$ cat src/hw/rtl/urc_pkg.sv
// shared types and constants of the ultrasonic ranging controller
package urc_pkg;

	// register indexes of the configuration port
	localparam logic [1:0] REG_TIMEOUT_US   = 2'd0;
	localparam logic [1:0] REG_SAMPLE_COUNT = 2'd1;
	localparam logic [1:0] REG_GAP_MS       = 2'd2;
	localparam logic [1:0] REG_UNIT_MM      = 2'd3;

	// reset values of the configuration registers
	localparam logic [15:0] TIMEOUT_RST = 16'd27840;
	localparam logic [7:0]  COUNT_RST   = 8'd1;
	localparam logic [15:0] GAP_RST     = 16'd60;

	// datapath widths
	localparam int unsigned TICK_W = 17;
	localparam int unsigned SUM_W  = 24;
	localparam int unsigned NUM_W  = 32;
	localparam int unsigned DEN_W  = 14;
	localparam int unsigned DIST_W = 18;
	localparam int unsigned CNT_W  = $clog2(NUM_W);

	// echo ticks per centimetre
	localparam logic [DEN_W-1:0] TICKS_PER_CM = 14'd58;

	typedef enum logic [2:0] {
		PH_IDLE,
		PH_PRELOW,
		PH_TRIGHI,
		PH_WAITRISE,
		PH_MEASURE,
		PH_GAP
	} phase_t;

	typedef struct packed {
		logic [15:0] timeout_us;
		logic [7:0]  sample_count;
		logic [15:0] gap_ms;
		logic        unit_mm;
	} cfg_t;

	// per-tick result of the sequencer
	typedef struct packed {
		logic trig;
		logic busy;
		logic done;
	} tick_res_t;

	// totals handed to the divider at the end of a round
	typedef struct packed {
		logic [SUM_W-1:0] width_sum;
		logic [7:0]       good_count;
		logic             unit_mm;
	} round_end_t;

	typedef struct packed {
		logic              valid;
		logic [DIST_W-1:0] distance;
	} div_res_t;

endpackage

$ cat src/hw/rtl/ultrasonic_ranging_controller_core.sv
// Ultrasonic ranging controller: one input transaction per microsecond tick,
// one output transaction per tick. An ordinary tick's result is shown from
// the output register in the cycle after it is taken; a new tick is taken
// once that register is empty or as its output is taken. A round's last tick
// waits for the averaged distance from a restoring divider that settles one
// of the 32 quotient bits per cycle, and the done transaction enters the
// output register when the divider signals done. No tick is taken while the
// divider runs. The sensor tick rate is set by the upstream source, not this block.
module ultrasonic_ranging_controller_core #(
	parameter int unsigned TRIG_TICKS    = 15,
	parameter int unsigned PRE_LOW_TICKS = 2,
	parameter int unsigned TICKS_PER_MS  = 1000
) (
	input  logic        clk,
	input  logic        arst_n,
	// configuration writes
	input  logic        cfg_we,
	input  logic [1:0]  cfg_index,
	input  logic [15:0] cfg_data,
	// tick input
	input  logic        s_axis_tvalid,
	output logic        s_axis_tready,
	input  logic [7:0]  s_axis_tdata,  // [0] start_req, [1] echo_level, [7:2] zero
	// tick result
	output logic        m_axis_tvalid,
	input  logic        m_axis_tready,
	output logic [23:0] m_axis_tdata,  // [0] trig_level, [1] busy_res, [19:2] distance
	output logic        m_axis_tlast,  // done_res
	output logic        m_axis_tuser   // valid_res
);

	urc_pkg::cfg_t                 cfg_q;
	urc_pkg::tick_res_t            tick_res;
	urc_pkg::round_end_t           round_end;
	urc_pkg::div_res_t             div_res;
	logic                          tick_en;
	logic                          div_busy;
	logic                          div_done;
	logic                          div_start;
	logic                          mvalid_q;
	logic                          trig_q;
	logic                          busy_q;
	logic                          done_q;
	logic                          valid_q;
	logic [urc_pkg::DIST_W-1:0]    dist_q;

	// configuration registers
	always_ff @(posedge clk or negedge arst_n) begin
		if (!arst_n) begin
			cfg_q.timeout_us   <= urc_pkg::TIMEOUT_RST;
			cfg_q.sample_count <= urc_pkg::COUNT_RST;
			cfg_q.gap_ms       <= urc_pkg::GAP_RST;
			cfg_q.unit_mm      <= 1'b0;
		end else if (cfg_we) begin
			unique case (cfg_index)
				urc_pkg::REG_TIMEOUT_US:   cfg_q.timeout_us   <= cfg_data;
				urc_pkg::REG_SAMPLE_COUNT: cfg_q.sample_count <= cfg_data[7:0];
				urc_pkg::REG_GAP_MS:       cfg_q.gap_ms       <= cfg_data;
				urc_pkg::REG_UNIT_MM:      cfg_q.unit_mm      <= cfg_data[0];
				default: begin
				end
			endcase
		end
	end

	// take a tick only with the divider idle, its result stored, and room in the output register
	assign s_axis_tready = !div_busy && !div_done && (!mvalid_q || m_axis_tready);
	assign tick_en       = s_axis_tvalid && s_axis_tready;
	assign div_start     = tick_en && tick_res.done;

	urc_seq #(
		.TRIG_TICKS    (TRIG_TICKS),
		.PRE_LOW_TICKS (PRE_LOW_TICKS),
		.TICKS_PER_MS  (TICKS_PER_MS)
	) u_seq (
		.clk        (clk),
		.arst_n     (arst_n),
		.tick_en    (tick_en),
		.start_req  (s_axis_tdata[0]),
		.echo_level (s_axis_tdata[1]),
		.cfg        (cfg_q),
		.tick_res   (tick_res),
		.round_end  (round_end)
	);

	urc_div u_div (
		.clk       (clk),
		.arst_n    (arst_n),
		.start     (div_start),
		.round_end (round_end),
		.busy      (div_busy),
		.done      (div_done),
		.res       (div_res)
	);

	// output register valid flag
	always_ff @(posedge clk or negedge arst_n) begin
		if (!arst_n) begin
			mvalid_q <= 1'b0;
		end else if (tick_en && !tick_res.done) begin
			mvalid_q <= 1'b1;
		end else if (div_done) begin
			mvalid_q <= 1'b1;
		end else if (m_axis_tready) begin
			mvalid_q <= 1'b0;
		end
	end

	// output payload: plain ticks at once, the done tick when the divider ends
	always_ff @(posedge clk) begin
		if (tick_en && !tick_res.done) begin
			trig_q  <= tick_res.trig;
			busy_q  <= tick_res.busy;
			done_q  <= 1'b0;
			valid_q <= 1'b0;
			dist_q  <= '0;
		end else if (div_start) begin
			trig_q <= tick_res.trig;
			busy_q <= tick_res.busy;
		end else if (div_done) begin
			done_q  <= 1'b1;
			valid_q <= div_res.valid;
			dist_q  <= div_res.distance;
		end
	end

	assign m_axis_tvalid = mvalid_q;
	assign m_axis_tdata  = {4'd0, dist_q, busy_q, trig_q};
	assign m_axis_tlast  = done_q;
	assign m_axis_tuser  = valid_q;

endmodule

$ cat src/hw/rtl/urc_seq.sv
// tick sequencer: trigger pulse, echo timing, sample gap and round totals
module urc_seq #(
	parameter int unsigned TRIG_TICKS    = 15,
	parameter int unsigned PRE_LOW_TICKS = 2,
	parameter int unsigned TICKS_PER_MS  = 1000
) (
	input  logic                   clk,
	input  logic                   arst_n,
	input  logic                   tick_en,
	input  logic                   start_req,
	input  logic                   echo_level,
	input  urc_pkg::cfg_t          cfg,
	output urc_pkg::tick_res_t     tick_res,
	output urc_pkg::round_end_t    round_end
);

	urc_pkg::phase_t                 phase_q, phase_cur, phase_n;
	logic [urc_pkg::TICK_W-1:0]      tick_q, tick_cur, tick_n;
	logic [15:0]                     ms_q, ms_cur, ms_n;
	logic [7:0]                      sidx_q, sidx_cur, sidx_n;
	logic [7:0]                      good_q, good_cur, good_n;
	logic [urc_pkg::SUM_W-1:0]       sum_q, sum_cur, sum_n;
	logic                            start_go;
	logic                            round_over;

	// a start request in idle clears the round and opens the pre-low phase
	assign start_go  = (phase_q == urc_pkg::PH_IDLE) && start_req;
	assign phase_cur = start_go ? urc_pkg::PH_PRELOW : phase_q;
	assign tick_cur  = start_go ? '0 : tick_q;
	assign ms_cur    = start_go ? '0 : ms_q;
	assign sidx_cur  = start_go ? '0 : sidx_q;
	assign good_cur  = start_go ? '0 : good_q;
	assign sum_cur   = start_go ? '0 : sum_q;

	// next state and counters for this tick
	always_comb begin
		logic [urc_pkg::TICK_W-1:0] tick_inc;
		logic [15:0]                ms_inc;
		logic                       smp_end;
		logic                       smp_good;
		phase_n    = phase_cur;
		tick_n     = tick_cur;
		ms_n       = ms_cur;
		sidx_n     = sidx_cur;
		good_n     = good_cur;
		sum_n      = sum_cur;
		smp_end    = 1'b0;
		smp_good   = 1'b0;
		round_over = 1'b0;
		tick_inc   = tick_cur + urc_pkg::TICK_W'(1);
		ms_inc     = ms_cur;
		unique case (phase_cur)
			urc_pkg::PH_IDLE: begin
			end
			urc_pkg::PH_PRELOW: begin
				if (tick_inc >= urc_pkg::TICK_W'(PRE_LOW_TICKS)) begin
					tick_n  = '0;
					phase_n = urc_pkg::PH_TRIGHI;
				end else begin
					tick_n = tick_inc;
				end
			end
			urc_pkg::PH_TRIGHI: begin
				if (tick_inc >= urc_pkg::TICK_W'(TRIG_TICKS)) begin
					tick_n  = '0;
					phase_n = urc_pkg::PH_WAITRISE;
				end else begin
					tick_n = tick_inc;
				end
			end
			urc_pkg::PH_WAITRISE: begin
				if (echo_level) begin
					// the rise tick already counts as width one
					tick_n  = urc_pkg::TICK_W'(1);
					phase_n = urc_pkg::PH_MEASURE;
					smp_end = urc_pkg::TICK_W'(1) > {1'b0, cfg.timeout_us};
				end else begin
					tick_n  = tick_inc;
					smp_end = tick_inc > {1'b0, cfg.timeout_us};
				end
			end
			urc_pkg::PH_MEASURE: begin
				if (echo_level) begin
					tick_n  = tick_inc;
					smp_end = tick_inc > {1'b0, cfg.timeout_us};
				end else begin
					smp_end  = 1'b1;
					smp_good = tick_cur != '0;
				end
			end
			urc_pkg::PH_GAP: begin
				if (tick_inc >= urc_pkg::TICK_W'(TICKS_PER_MS)) begin
					tick_inc = '0;
					ms_inc   = ms_cur + 16'd1;
				end
				if (ms_inc >= cfg.gap_ms) begin
					tick_n  = '0;
					ms_n    = '0;
					phase_n = urc_pkg::PH_PRELOW;
				end else begin
					tick_n = tick_inc;
					ms_n   = ms_inc;
				end
			end
			default: begin
				phase_n = urc_pkg::PH_IDLE;
			end
		endcase

		// close the sample; the round ends after the last one or on index wrap
		if (smp_end) begin
			if (smp_good) begin
				sum_n  = sum_cur + urc_pkg::SUM_W'(tick_cur);
				good_n = good_cur + 8'd1;
			end
			sidx_n = sidx_cur + 8'd1;
			tick_n = '0;
			ms_n   = '0;
			if ((sidx_n >= cfg.sample_count) || (sidx_n == 8'd0)) begin
				round_over = 1'b1;
				phase_n    = urc_pkg::PH_IDLE;
			end else if (cfg.gap_ms == 16'd0) begin
				phase_n = urc_pkg::PH_PRELOW;
			end else begin
				phase_n = urc_pkg::PH_GAP;
			end
		end
	end

	// per-tick outputs
	always_comb begin
		tick_res.trig        = phase_cur == urc_pkg::PH_TRIGHI;
		tick_res.busy        = phase_cur != urc_pkg::PH_IDLE;
		tick_res.done        = round_over;
		round_end.width_sum  = sum_n;
		round_end.good_count = good_n;
		round_end.unit_mm    = cfg.unit_mm;
	end

	// state update once per accepted tick
	always_ff @(posedge clk or negedge arst_n) begin
		if (!arst_n) begin
			phase_q <= urc_pkg::PH_IDLE;
			tick_q  <= '0;
			ms_q    <= '0;
			sidx_q  <= '0;
			good_q  <= '0;
			sum_q   <= '0;
		end else if (tick_en) begin
			phase_q <= phase_n;
			tick_q  <= tick_n;
			ms_q    <= ms_n;
			sidx_q  <= sidx_n;
			good_q  <= good_n;
			sum_q   <= sum_n;
		end
	end

endmodule

$ cat src/hw/rtl/urc_div.sv
// restoring divider, one quotient bit per cycle, for the averaged distance
module urc_div (
	input  logic                 clk,
	input  logic                 arst_n,
	input  logic                 start,
	input  urc_pkg::round_end_t  round_end,
	output logic                 busy,
	output logic                 done,
	output urc_pkg::div_res_t    res
);

	logic                          busy_q;
	logic                          done_q;
	logic [urc_pkg::CNT_W-1:0]     cnt_q;
	logic [urc_pkg::DEN_W-1:0]     rem_q;
	logic [urc_pkg::NUM_W-1:0]     quo_q;
	logic [urc_pkg::DEN_W-1:0]     den_q;
	logic                          valid_q;
	logic [urc_pkg::NUM_W-1:0]     num_in;
	logic [urc_pkg::DEN_W-1:0]     den_in;
	logic [urc_pkg::DEN_W:0]       rem_sh;
	logic                          q_bit;

	// sixteenths: width_sum * 16 for cm, * 160 (128 + 32) for mm
	always_comb begin
		logic [urc_pkg::NUM_W-1:0] sum_ext;
		sum_ext = urc_pkg::NUM_W'(round_end.width_sum);
		if (round_end.unit_mm) begin
			num_in = (sum_ext << 7) + (sum_ext << 5);
		end else begin
			num_in = sum_ext << 4;
		end
		den_in = urc_pkg::DEN_W'(urc_pkg::DEN_W'(round_end.good_count)
			* urc_pkg::TICKS_PER_CM);
	end

	// one shift and trial subtract
	assign rem_sh = {rem_q, quo_q[urc_pkg::NUM_W-1]};
	assign q_bit  = rem_sh >= {1'b0, den_q};

	always_ff @(posedge clk or negedge arst_n) begin
		if (!arst_n) begin
			busy_q <= 1'b0;
			done_q <= 1'b0;
			cnt_q  <= '0;
		end else begin
			done_q <= 1'b0;
			if (start) begin
				busy_q <= 1'b1;
				cnt_q  <= '0;
			end else if (busy_q) begin
				cnt_q <= cnt_q + urc_pkg::CNT_W'(1);
				if (cnt_q == urc_pkg::CNT_W'(urc_pkg::NUM_W - 1)) begin
					busy_q <= 1'b0;
					done_q <= 1'b1;
				end
			end
		end
	end

	// operand and partial remainder registers
	always_ff @(posedge clk) begin
		if (start) begin
			rem_q   <= '0;
			quo_q   <= num_in;
			den_q   <= den_in;
			valid_q <= round_end.good_count != 8'd0;
		end else if (busy_q) begin
			rem_q <= q_bit ? urc_pkg::DEN_W'(rem_sh - {1'b0, den_q})
				: urc_pkg::DEN_W'(rem_sh);
			quo_q <= {quo_q[urc_pkg::NUM_W-2:0], q_bit};
		end
	end

	assign busy         = busy_q;
	assign done         = done_q;
	assign res.valid    = valid_q;
	assign res.distance = valid_q ? quo_q[urc_pkg::DIST_W-1:0] : '0;

endmodule

$ cat config.mk
export PLATFORM = sky130hd
export DESIGN_NAME = ultrasonic_ranging_controller_core
export DESIGN_NICKNAME = d
export VERILOG_FILES = /design/src/hw/rtl/urc_pkg.sv /design/src/hw/rtl/ultrasonic_ranging_controller_core.sv /design/src/hw/rtl/urc_seq.sv /design/src/hw/rtl/urc_div.sv
export SDC_FILE = /design/constraint.sdc
export NUM_CORES = 1
export LEC_CHECK = 0
export ABC_CLOCK_PERIOD_IN_PS = 6950
export BUFFER_PORTS_ARGS = -buffer_cell sky130_fd_sc_hd__buf_4
export CORE_MARGIN = 1
export CORE_UTILIZATION = 50
export DETAILED_ROUTE_END_ITERATION = 16
export PLACE_DENSITY = 0.66
export SYNTH_ARGS = -nofsm -noshare
export SYNTH_HDL_FRONTEND = slang
export SYNTH_SLANG_ARGS = --single-unit
$ cat constraint.sdc
create_clock -name clk -period 6.95 [get_ports clk]
set_clock_uncertainty 0.05 [all_clocks]
set_input_delay 0.3475 -clock clk [delete_from_list [all_inputs] [get_ports clk]]
set_output_delay 0.3475 -clock clk [all_outputs]
set_load 0.02 [all_outputs]
==> results of run 1 <==
[metal layers]
| metal | part of all wire, % | GRT usage (%) |
|---|---|---|
| met1 | 47 | 32.4 |
| met2 | 46 | 40.0 |
| met3 | 4.8 | 3.48 |
| met4 | 2.7 | 7.61 |
| met5 | 0 | 0 |
[Yosys cell counts, types with 9 or more instances]
cell	number
fa_1	9
mux2i_1	23
o21ai_0	109
o211ai_1	12
mux2_2	38
nand2b_1	16
nand2_1	165
o2bb2ai_1	9
xor2_1	43
a22o_1	26
nor2_1	123
dfxtp_1	34
nor2b_1	9
o21a_1	22
edfxtp_1	48
o31ai_1	9
or3_1	15
buf_2	11
nor4_1	18
ha_1	128
nand3_1	45
inv_1	135
and2_1	48
a31oi_1	19
xnor2_1	51
dfstp_2	11
nand4_1	27
nor3_1	24
dfrtp_1	114
clkbuf_1	51
a22oi_1	20
a21oi_1	96
and3_1	17
a211oi_1	16
a21o_1	33
[critical path, cell delays in order, from the launching register on]
cell and delay, ns:
dfrtp_2 0.51, or4b_4 0.66, nand2_1 0.25, inv_1 0.09, ha_1 0.34, nand4_1 0.28
nor4_1 0.10, xnor2_1 0.14, nor2_1 0.32, a2111oi_4 0.14, a31oi_2 0.45, nand2_1 0.21
or3_1 0.45, xor2_1 0.17, ha_1 0.27, o21a_1 0.16, o21ai_0 0.19, nand2_1 0.11
a31oi_1 0.16, o21ai_1 0.10, nand2b_1 0.26, or3_1 0.50, or3_1 0.33, o21ai_0 0.07
[what timing repair did]
| item | 4_1_cts | 5_1_grt |
|---|---|---|
| setup endpoints to repair | 0 | 19 |
| hold buffers | 9 | 0 |
| hold endpoints to repair | 9 | 0 |
| gates resized for setup | 0 | 4 |
[metrics by stage]
step	hold slack, ns	cell area [um2]
after floorplan	0.00191	14900
after global placement	0.400	15700
after detailed placement	0.406	15700
after CTS	0.00285	16600
after global routing	0.0251	16600
final	-0.0590	16600
[kinds of logic after synthesis]
group | count (synthesis)
flops | 207
xor+xnor | 94
other cells | 1
compound gates | 432
buf+inv | 211
simple gates | 541
mux | 62
fa+ha+maj | 139
[where the power goes]
| group | total, uW | switching, uW | internal, uW |
|---|---|---|---|
| Combinational | 1610 | 955 | 652 |
| Clock | 1300 | 519 | 784 |
| Sequential | 1630 | 159 | 1470 |
[final cells by class]
cell class                      instances  area [um2]
Tap cell                              384         480
Multi-Input combinational cell       1272        8830
Inverter                              137         514
Timing Repair Buffer                   89         691
Sequential cell                       207        5270
Clock buffer                           37         752
Fill cell                            2608       12400
Clock inverter                          8        73.8
[flip-flops by register name (all words and copies together), names as in the netlist, 3 cells and up]
register and cells:
u_seq.ms_q 16, u_seq.tick_q 17, u_div.rem_q 14, u_seq.good_q 8, u_seq.sidx_q 8, cfg_q 41
dist_q 18, u_div.quo_q 32, u_div.cnt_q 5, u_seq.sum_q 24, u_div.den_q 13, u_seq.phase_q 3
[worst max-delay path by stage]
stage / startpoint / end / slack, ns / cells after the start
final: u_seq.phase_q[1] / u_seq.ms_q[4] / 0.52 / 23
after floorplan: u_seq.phase_q[0] / u_div.den_q[13] / 0.30 / 31
after CTS: u_seq.phase_q[1] / u_seq.ms_q[4] / 0.48 / 23
after global placement: u_seq.phase_q[1] / u_seq.ms_q[9] / 0.53 / 23
after detailed placement: u_seq.phase_q[1] / u_seq.ms_q[4] / 0.53 / 23
after global routing: u_seq.phase_q[1] / u_seq.ms_q[9] / 0.05 / 23
==> results_dict.tcl, run 1 <==
set metrics [dict create \
    clkSinkCount 207 \
    cts_tree "done" \
    violations "hold timing" \
    status "finished, violations left" \
    maxSlewViolCount 0 \
    synthSimpleGateAreaFrac_pct 17.8 \
    post_drt_via_cell_ratio 5.77 \
    cts_buffers 25 \
    antenna_found_initial 0 \
    num-nets-final 1900 \
    synth_top_area_share_pct 19.2 \
    ys_ff_latch 207 \
    dpl_worst_slack_ns 0.532 \
    final_cell_mix "164 x nand2_1, 134 x inv_1, 128 x ha_1, 123 x nor2_1, 113 x dfrtp_1" \
    clk_pin_slew_ns 0.06 \
    post_cts_buffers 0 \
    coreArea_um2 29000 \
    grtUsageTotal_pct 24.1 \
    critical_path_arrival_ns 6.83 \
    powerDensity_nw_per_um2 273 \
    synth_cell_types 83 \
    synthAdderAreaFrac_pct 12.1 \
    post-route-period-util_pct 92.5 \
    syn_avg_cell_area_um2 8.83 \
    cp-start-kind "flop" \
    synth_area_leaders "dfrtp_1 19%, ha_1 11%, edfxtp_1 9.7%" \
    final_common_cell "nand2_1" \
    rows 62 \
    root_buffer "clkbuf_16" \
    hold_path_class "in -> async" \
    yosysSeqAreaShare_pct 35.3 \
    drive_gt1_share_pct 11.1 \
    rr_startpoint "u_seq.phase_q[1]" \
    fp.dieH_um 175 \
    cts_buffer_depth 3 \
    route.detailed.drc 0 \
    place.gp.congestion 0.928 \
    yosys_warnings 0 \
    syn_to_final_growth_pct 11.5 \
    grt_max_degree 81 \
    vias 12300 \
    required_ns 7.35 \
    start_util_pct 51.3 \
    synth_xor_area_share_pct 5.53 \
    syn-cell-area_um2 14900 \
    post-dp-hpwl_mm 26.1 \
    async_reset_ff_share_pct 60.4 \
    reg2regPathDepth 23 \
    fin_cells 2134 \
    leakage_uw 0.00772 \
    hold_violations 32 \
    holdWs_ns -0.0590 \
    htreeDepth 1 \
    drt_iter0_markers 734 \
    final_core_util_pct 57.2 \
    drv_cap 0 \
    ant_nets 0 \
    die_w_um 175 \
    diodes 0 \
    syn_inst 1687 \
    fin_crit_ns 6.43 \
    synth_edf_count 48 \
    worstReg2RegEnd "u_seq.ms_q[4]" \
    grt_pass1_vias 12200 \
    reg2reg_slack_ns 0.52 \
    tns_ns 0 \
    dr.pass1.iters 5 \
    grt_pass1_wl_mm 60.5 \
    netlist.top_cell.by_area "dfrtp_1" \
    placed_cells_incl_taps 2080 \
    tightest_slew_ns 1.11 \
    port_buffers 48 \
    muxShareOfSynthArea_pct 4.52 \
    setup_ws_ns 0.519 \
    io_pins 59 \
    synth_top_family_by_area "compound AO/OA/AOI/OAI gates" \
    end_kind "flop" \
    grt_setup_unrepaired "false" \
    clkLatencyLatePin_ns 0.54 \
    power_uw 4540 \
    maxSlewHeadroom_pct 26.0 \
    path_max_fanout 14 \
    max_freq_ghz 0.155 \
    grt-ovfl-total 0 \
    synth-compound-area-share_pct 19.0 \
    die-area_um2 30500 \
    route.final.wire_length_mm 35.8 \
    synth_ff_type "dfrtp_1" \
    peakVddDrop_v 0.000191 \
    crit_type "reg -> reg" \
    routedWlPerCell_um 16.8 \
    setup_viol_count_final 0 \
]
No activity file was read; power rests on OpenSTA's default activity.
==> run 2, diff against run 1 <==
- ABC_AREA: default -> 1
==> results_dict.tcl, run 2 <==
set metrics [dict create \
    num-nets-final 2547 \
    placed_cells_incl_taps 2784 \
    post_drt_via_cell_ratio 5.20 \
    fill_cells 3014 \
    syn_to_final_growth_pct 9.53 \
    syn_inst 2358 \
    cts_tree "done" \
    post-route-period-util_pct 85.3 \
    largest_register_ffs 41 \
    final_common_cell "nand2_1" \
    grtUsageTotal_pct 24.3 \
    dr.pass1.iters 5 \
    peakVddDrop_v 0.000218 \
    async_reset_ff_share_pct 60.4 \
    die-area_um2 33400 \
    yosys_warnings 0 \
    route.final.wire_length_mm 39.9 \
    htreeDepth 1 \
    maxSlewViolCount 0 \
    synth_area_leaders "dfrtp_1 17%, nand2_1 16%, ha_1 9.8%" \
    grt_pass1_vias 13800 \
    start_util_pct 51.3 \
    clkSinkCount 207 \
    rows 65 \
    synth_commonest_cells "689 x nand2_1, 360 x inv_1, 191 x o21ai_0" \
    syn-cell-area_um2 16300 \
    drt_iter0_markers 873 \
    cts_buffers 26 \
    ant_nets 0 \
    tns_ns 0 \
    required_ns 7.18 \
    cp-start-kind "flop" \
    cts_buffer_depth 3 \
    grt_pass1_wl_mm 66.7 \
    synth_edf_count 48 \
    netlist.top_cell.by_area "dfrtp_1" \
    leakage_uw 0.00935 \
    route.detailed.drc 0 \
    powerDensity_nw_per_um2 354 \
    setup_ws_ns 1.02 \
    crit_type "reg -> reg" \
    port_buffers 48 \
    drv_cap 0 \
    tightest_slew_ns 1.21 \
    dpl_worst_slack_ns 1.02 \
    setup_viol_count_final 0 \
    slowest_delay_ns 0.49 \
    grt_max_degree 79 \
    die_w_um 183 \
    routedWlPerCell_um 14.1 \
    end_kind "flop" \
    fp.dieH_um 183 \
    final_cell_mix "688 x nand2_1, 360 x inv_1, 191 x o21ai_0, 187 x nor2_1, 128 x ha_1" \
    path_max_fanout 27 \
    max_freq_ghz 0.169 \
    synth_most_common_cell "nand2_1" \
    critical_path_arrival_ns 6.16 \
    root_buffer "clkbuf_16" \
    diodes 0 \
    reg_top3 "cfg_q (41), u_div.quo_q (32), u_seq.sum_q (24)" \
    post_cts_buffers 0 \
    hold_path_class "in -> reg" \
    holdWs_ns 0.0199 \
    place.gp.congestion 0.928 \
    status "finished clean" \
    syn_avg_cell_area_um2 6.92 \
    grt-ovfl-total 0 \
    grt_setup_unrepaired "false" \
    fin_cells 2834 \
    yosysSeqAreaShare_pct 32.2 \
    post_cts_resized 0 \
    drive_gt1_share_pct 7.67 \
    vias 14700 \
    maxSlewHeadroom_pct 19.5 \
    synth_ff_type "dfrtp_1" \
    clkLatencyLatePin_ns 0.54 \
    largest-register "cfg_q" \
    slowest_stage "fa_1" \
    coreArea_um2 31800 \
    fin_crit_ns 5.93 \
    synth_cell_types 58 \
    antenna_found_initial 0 \
    hold_violations 0 \
    io_pins 59 \
    clk_pin_slew_ns 0.06 \
    post-dp-hpwl_mm 29.8 \
    cp_common_cell "nand2_1" \
    synth_top_area_share_pct 17.5 \
    ys_ff_latch 207 \
]
==> run 2: cell types whose count changed after synthesis, moves of 26 or more <==
cell     change
and2_1      -47
xnor2_1     -33
nand2_1    +524
nand3_1     +47
nor2_1      +65
a21o_1      -26
o21ai_0     +82
mux2_2      -38
inv_1      +225
==> run 2: layer usage <==
| layer | share of wire, % | vias to the layer above | global-route usage [%] |
|---|---|---|---|
| met5 | 0 | - | 0 |
| met4 | 2.0 | 0 | 6.59 |
| met3 | 4.0 | 48 | 2.20 |
| met2 | 47 | 342 | 42.3 |
| met1 | 47 | 6760 | 32.3 |
| li1 | - | 7590 | - |
==> run 2: cell families after synthesis <==
kind of cell    Yosys count  synth area share (%)
fa+ha+maj               137                  10.9
xor+xnor                 81                  4.44
compound gates          394                  13.2
buf+inv                 452                  11.2
simple gates           1086                  28.0
other cells               1                0.0230
flops                   207                  32.2
==> run 2: cell type report <==
type | count | area, um2 | share of cell area, %
Timing Repair Buffer | 67 | 512 | 2.86
Tap cell | 435 | 544 | 3.04
Clock buffer | 35 | 747 | 4.18
Sequential cell | 207 | 5260 | 29.4
Inverter | 375 | 1410 | 7.87
Multi-Input combinational cell | 1702 | 9260 | 51.8
Clock inverter | 13 | 145 | 0.812
==> run 2: stage by stage <==
step	total power, uW	util [%]	cell area [um2]
3_3_place_gp	4840	53.4	17000
2_1_floorplan	4190	-	16300
5_1_grt	6910	56.2	17900
4_1_cts	6350	56.2	17900
3_5_place_dp	4920	53.4	17000
6_report	6330	56.2	17900
==> run 2: power breakdown <==
part / internal [uW] / switching [uW] / leakage [uW]
sequential: 1560 / 207 / 0.00234
combinational: 1050 / 2110 / 0.00658
clock: 863 / 535 / 0.000439
total: 3470 / 2860 / 0.00935
==> run 2: what timing repair did <==
| item | in CTS | in global routing |
|---|---|---|
| hold buffers | 2 | 0 |
| endpoints found under the hold margin | 71 | 0 |
| endpoints found under the setup margin | 0 | 0 |
==> run 2: worst paths after layout <==
check	startpoint	endpoint	slack [ns]	cells after the start
worst min register to register	dist_q[3]	dist_q[3]	0.41	2
max in group asynchronous	arst_n	u_seq.sidx_q[6]	5.23	3
worst max-delay path	u_seq.phase_q[0]	u_div.den_q[13]	1.02	31
worst min-delay path	cfg_data[11]	cfg_q[36]	0.02	3
worst max register to register	u_seq.phase_q[0]	u_div.den_q[13]	1.02	31
min in group asynchronous	arst_n	u_div.cnt_q[0]	0.37	2
==> run 2: critical path: cells and delay by family (launching register included) <==
kind	cells	cell delay (ns)
XOR/XNOR	2	0.49
AO/OA/AOI/OAI	4	0.59
flip-flops	1	0.43
buffers and inverters	3	0.15
adder cells (fa/ha/maj)	5	1.48
AND/OR/NAND/NOR	17	2.48
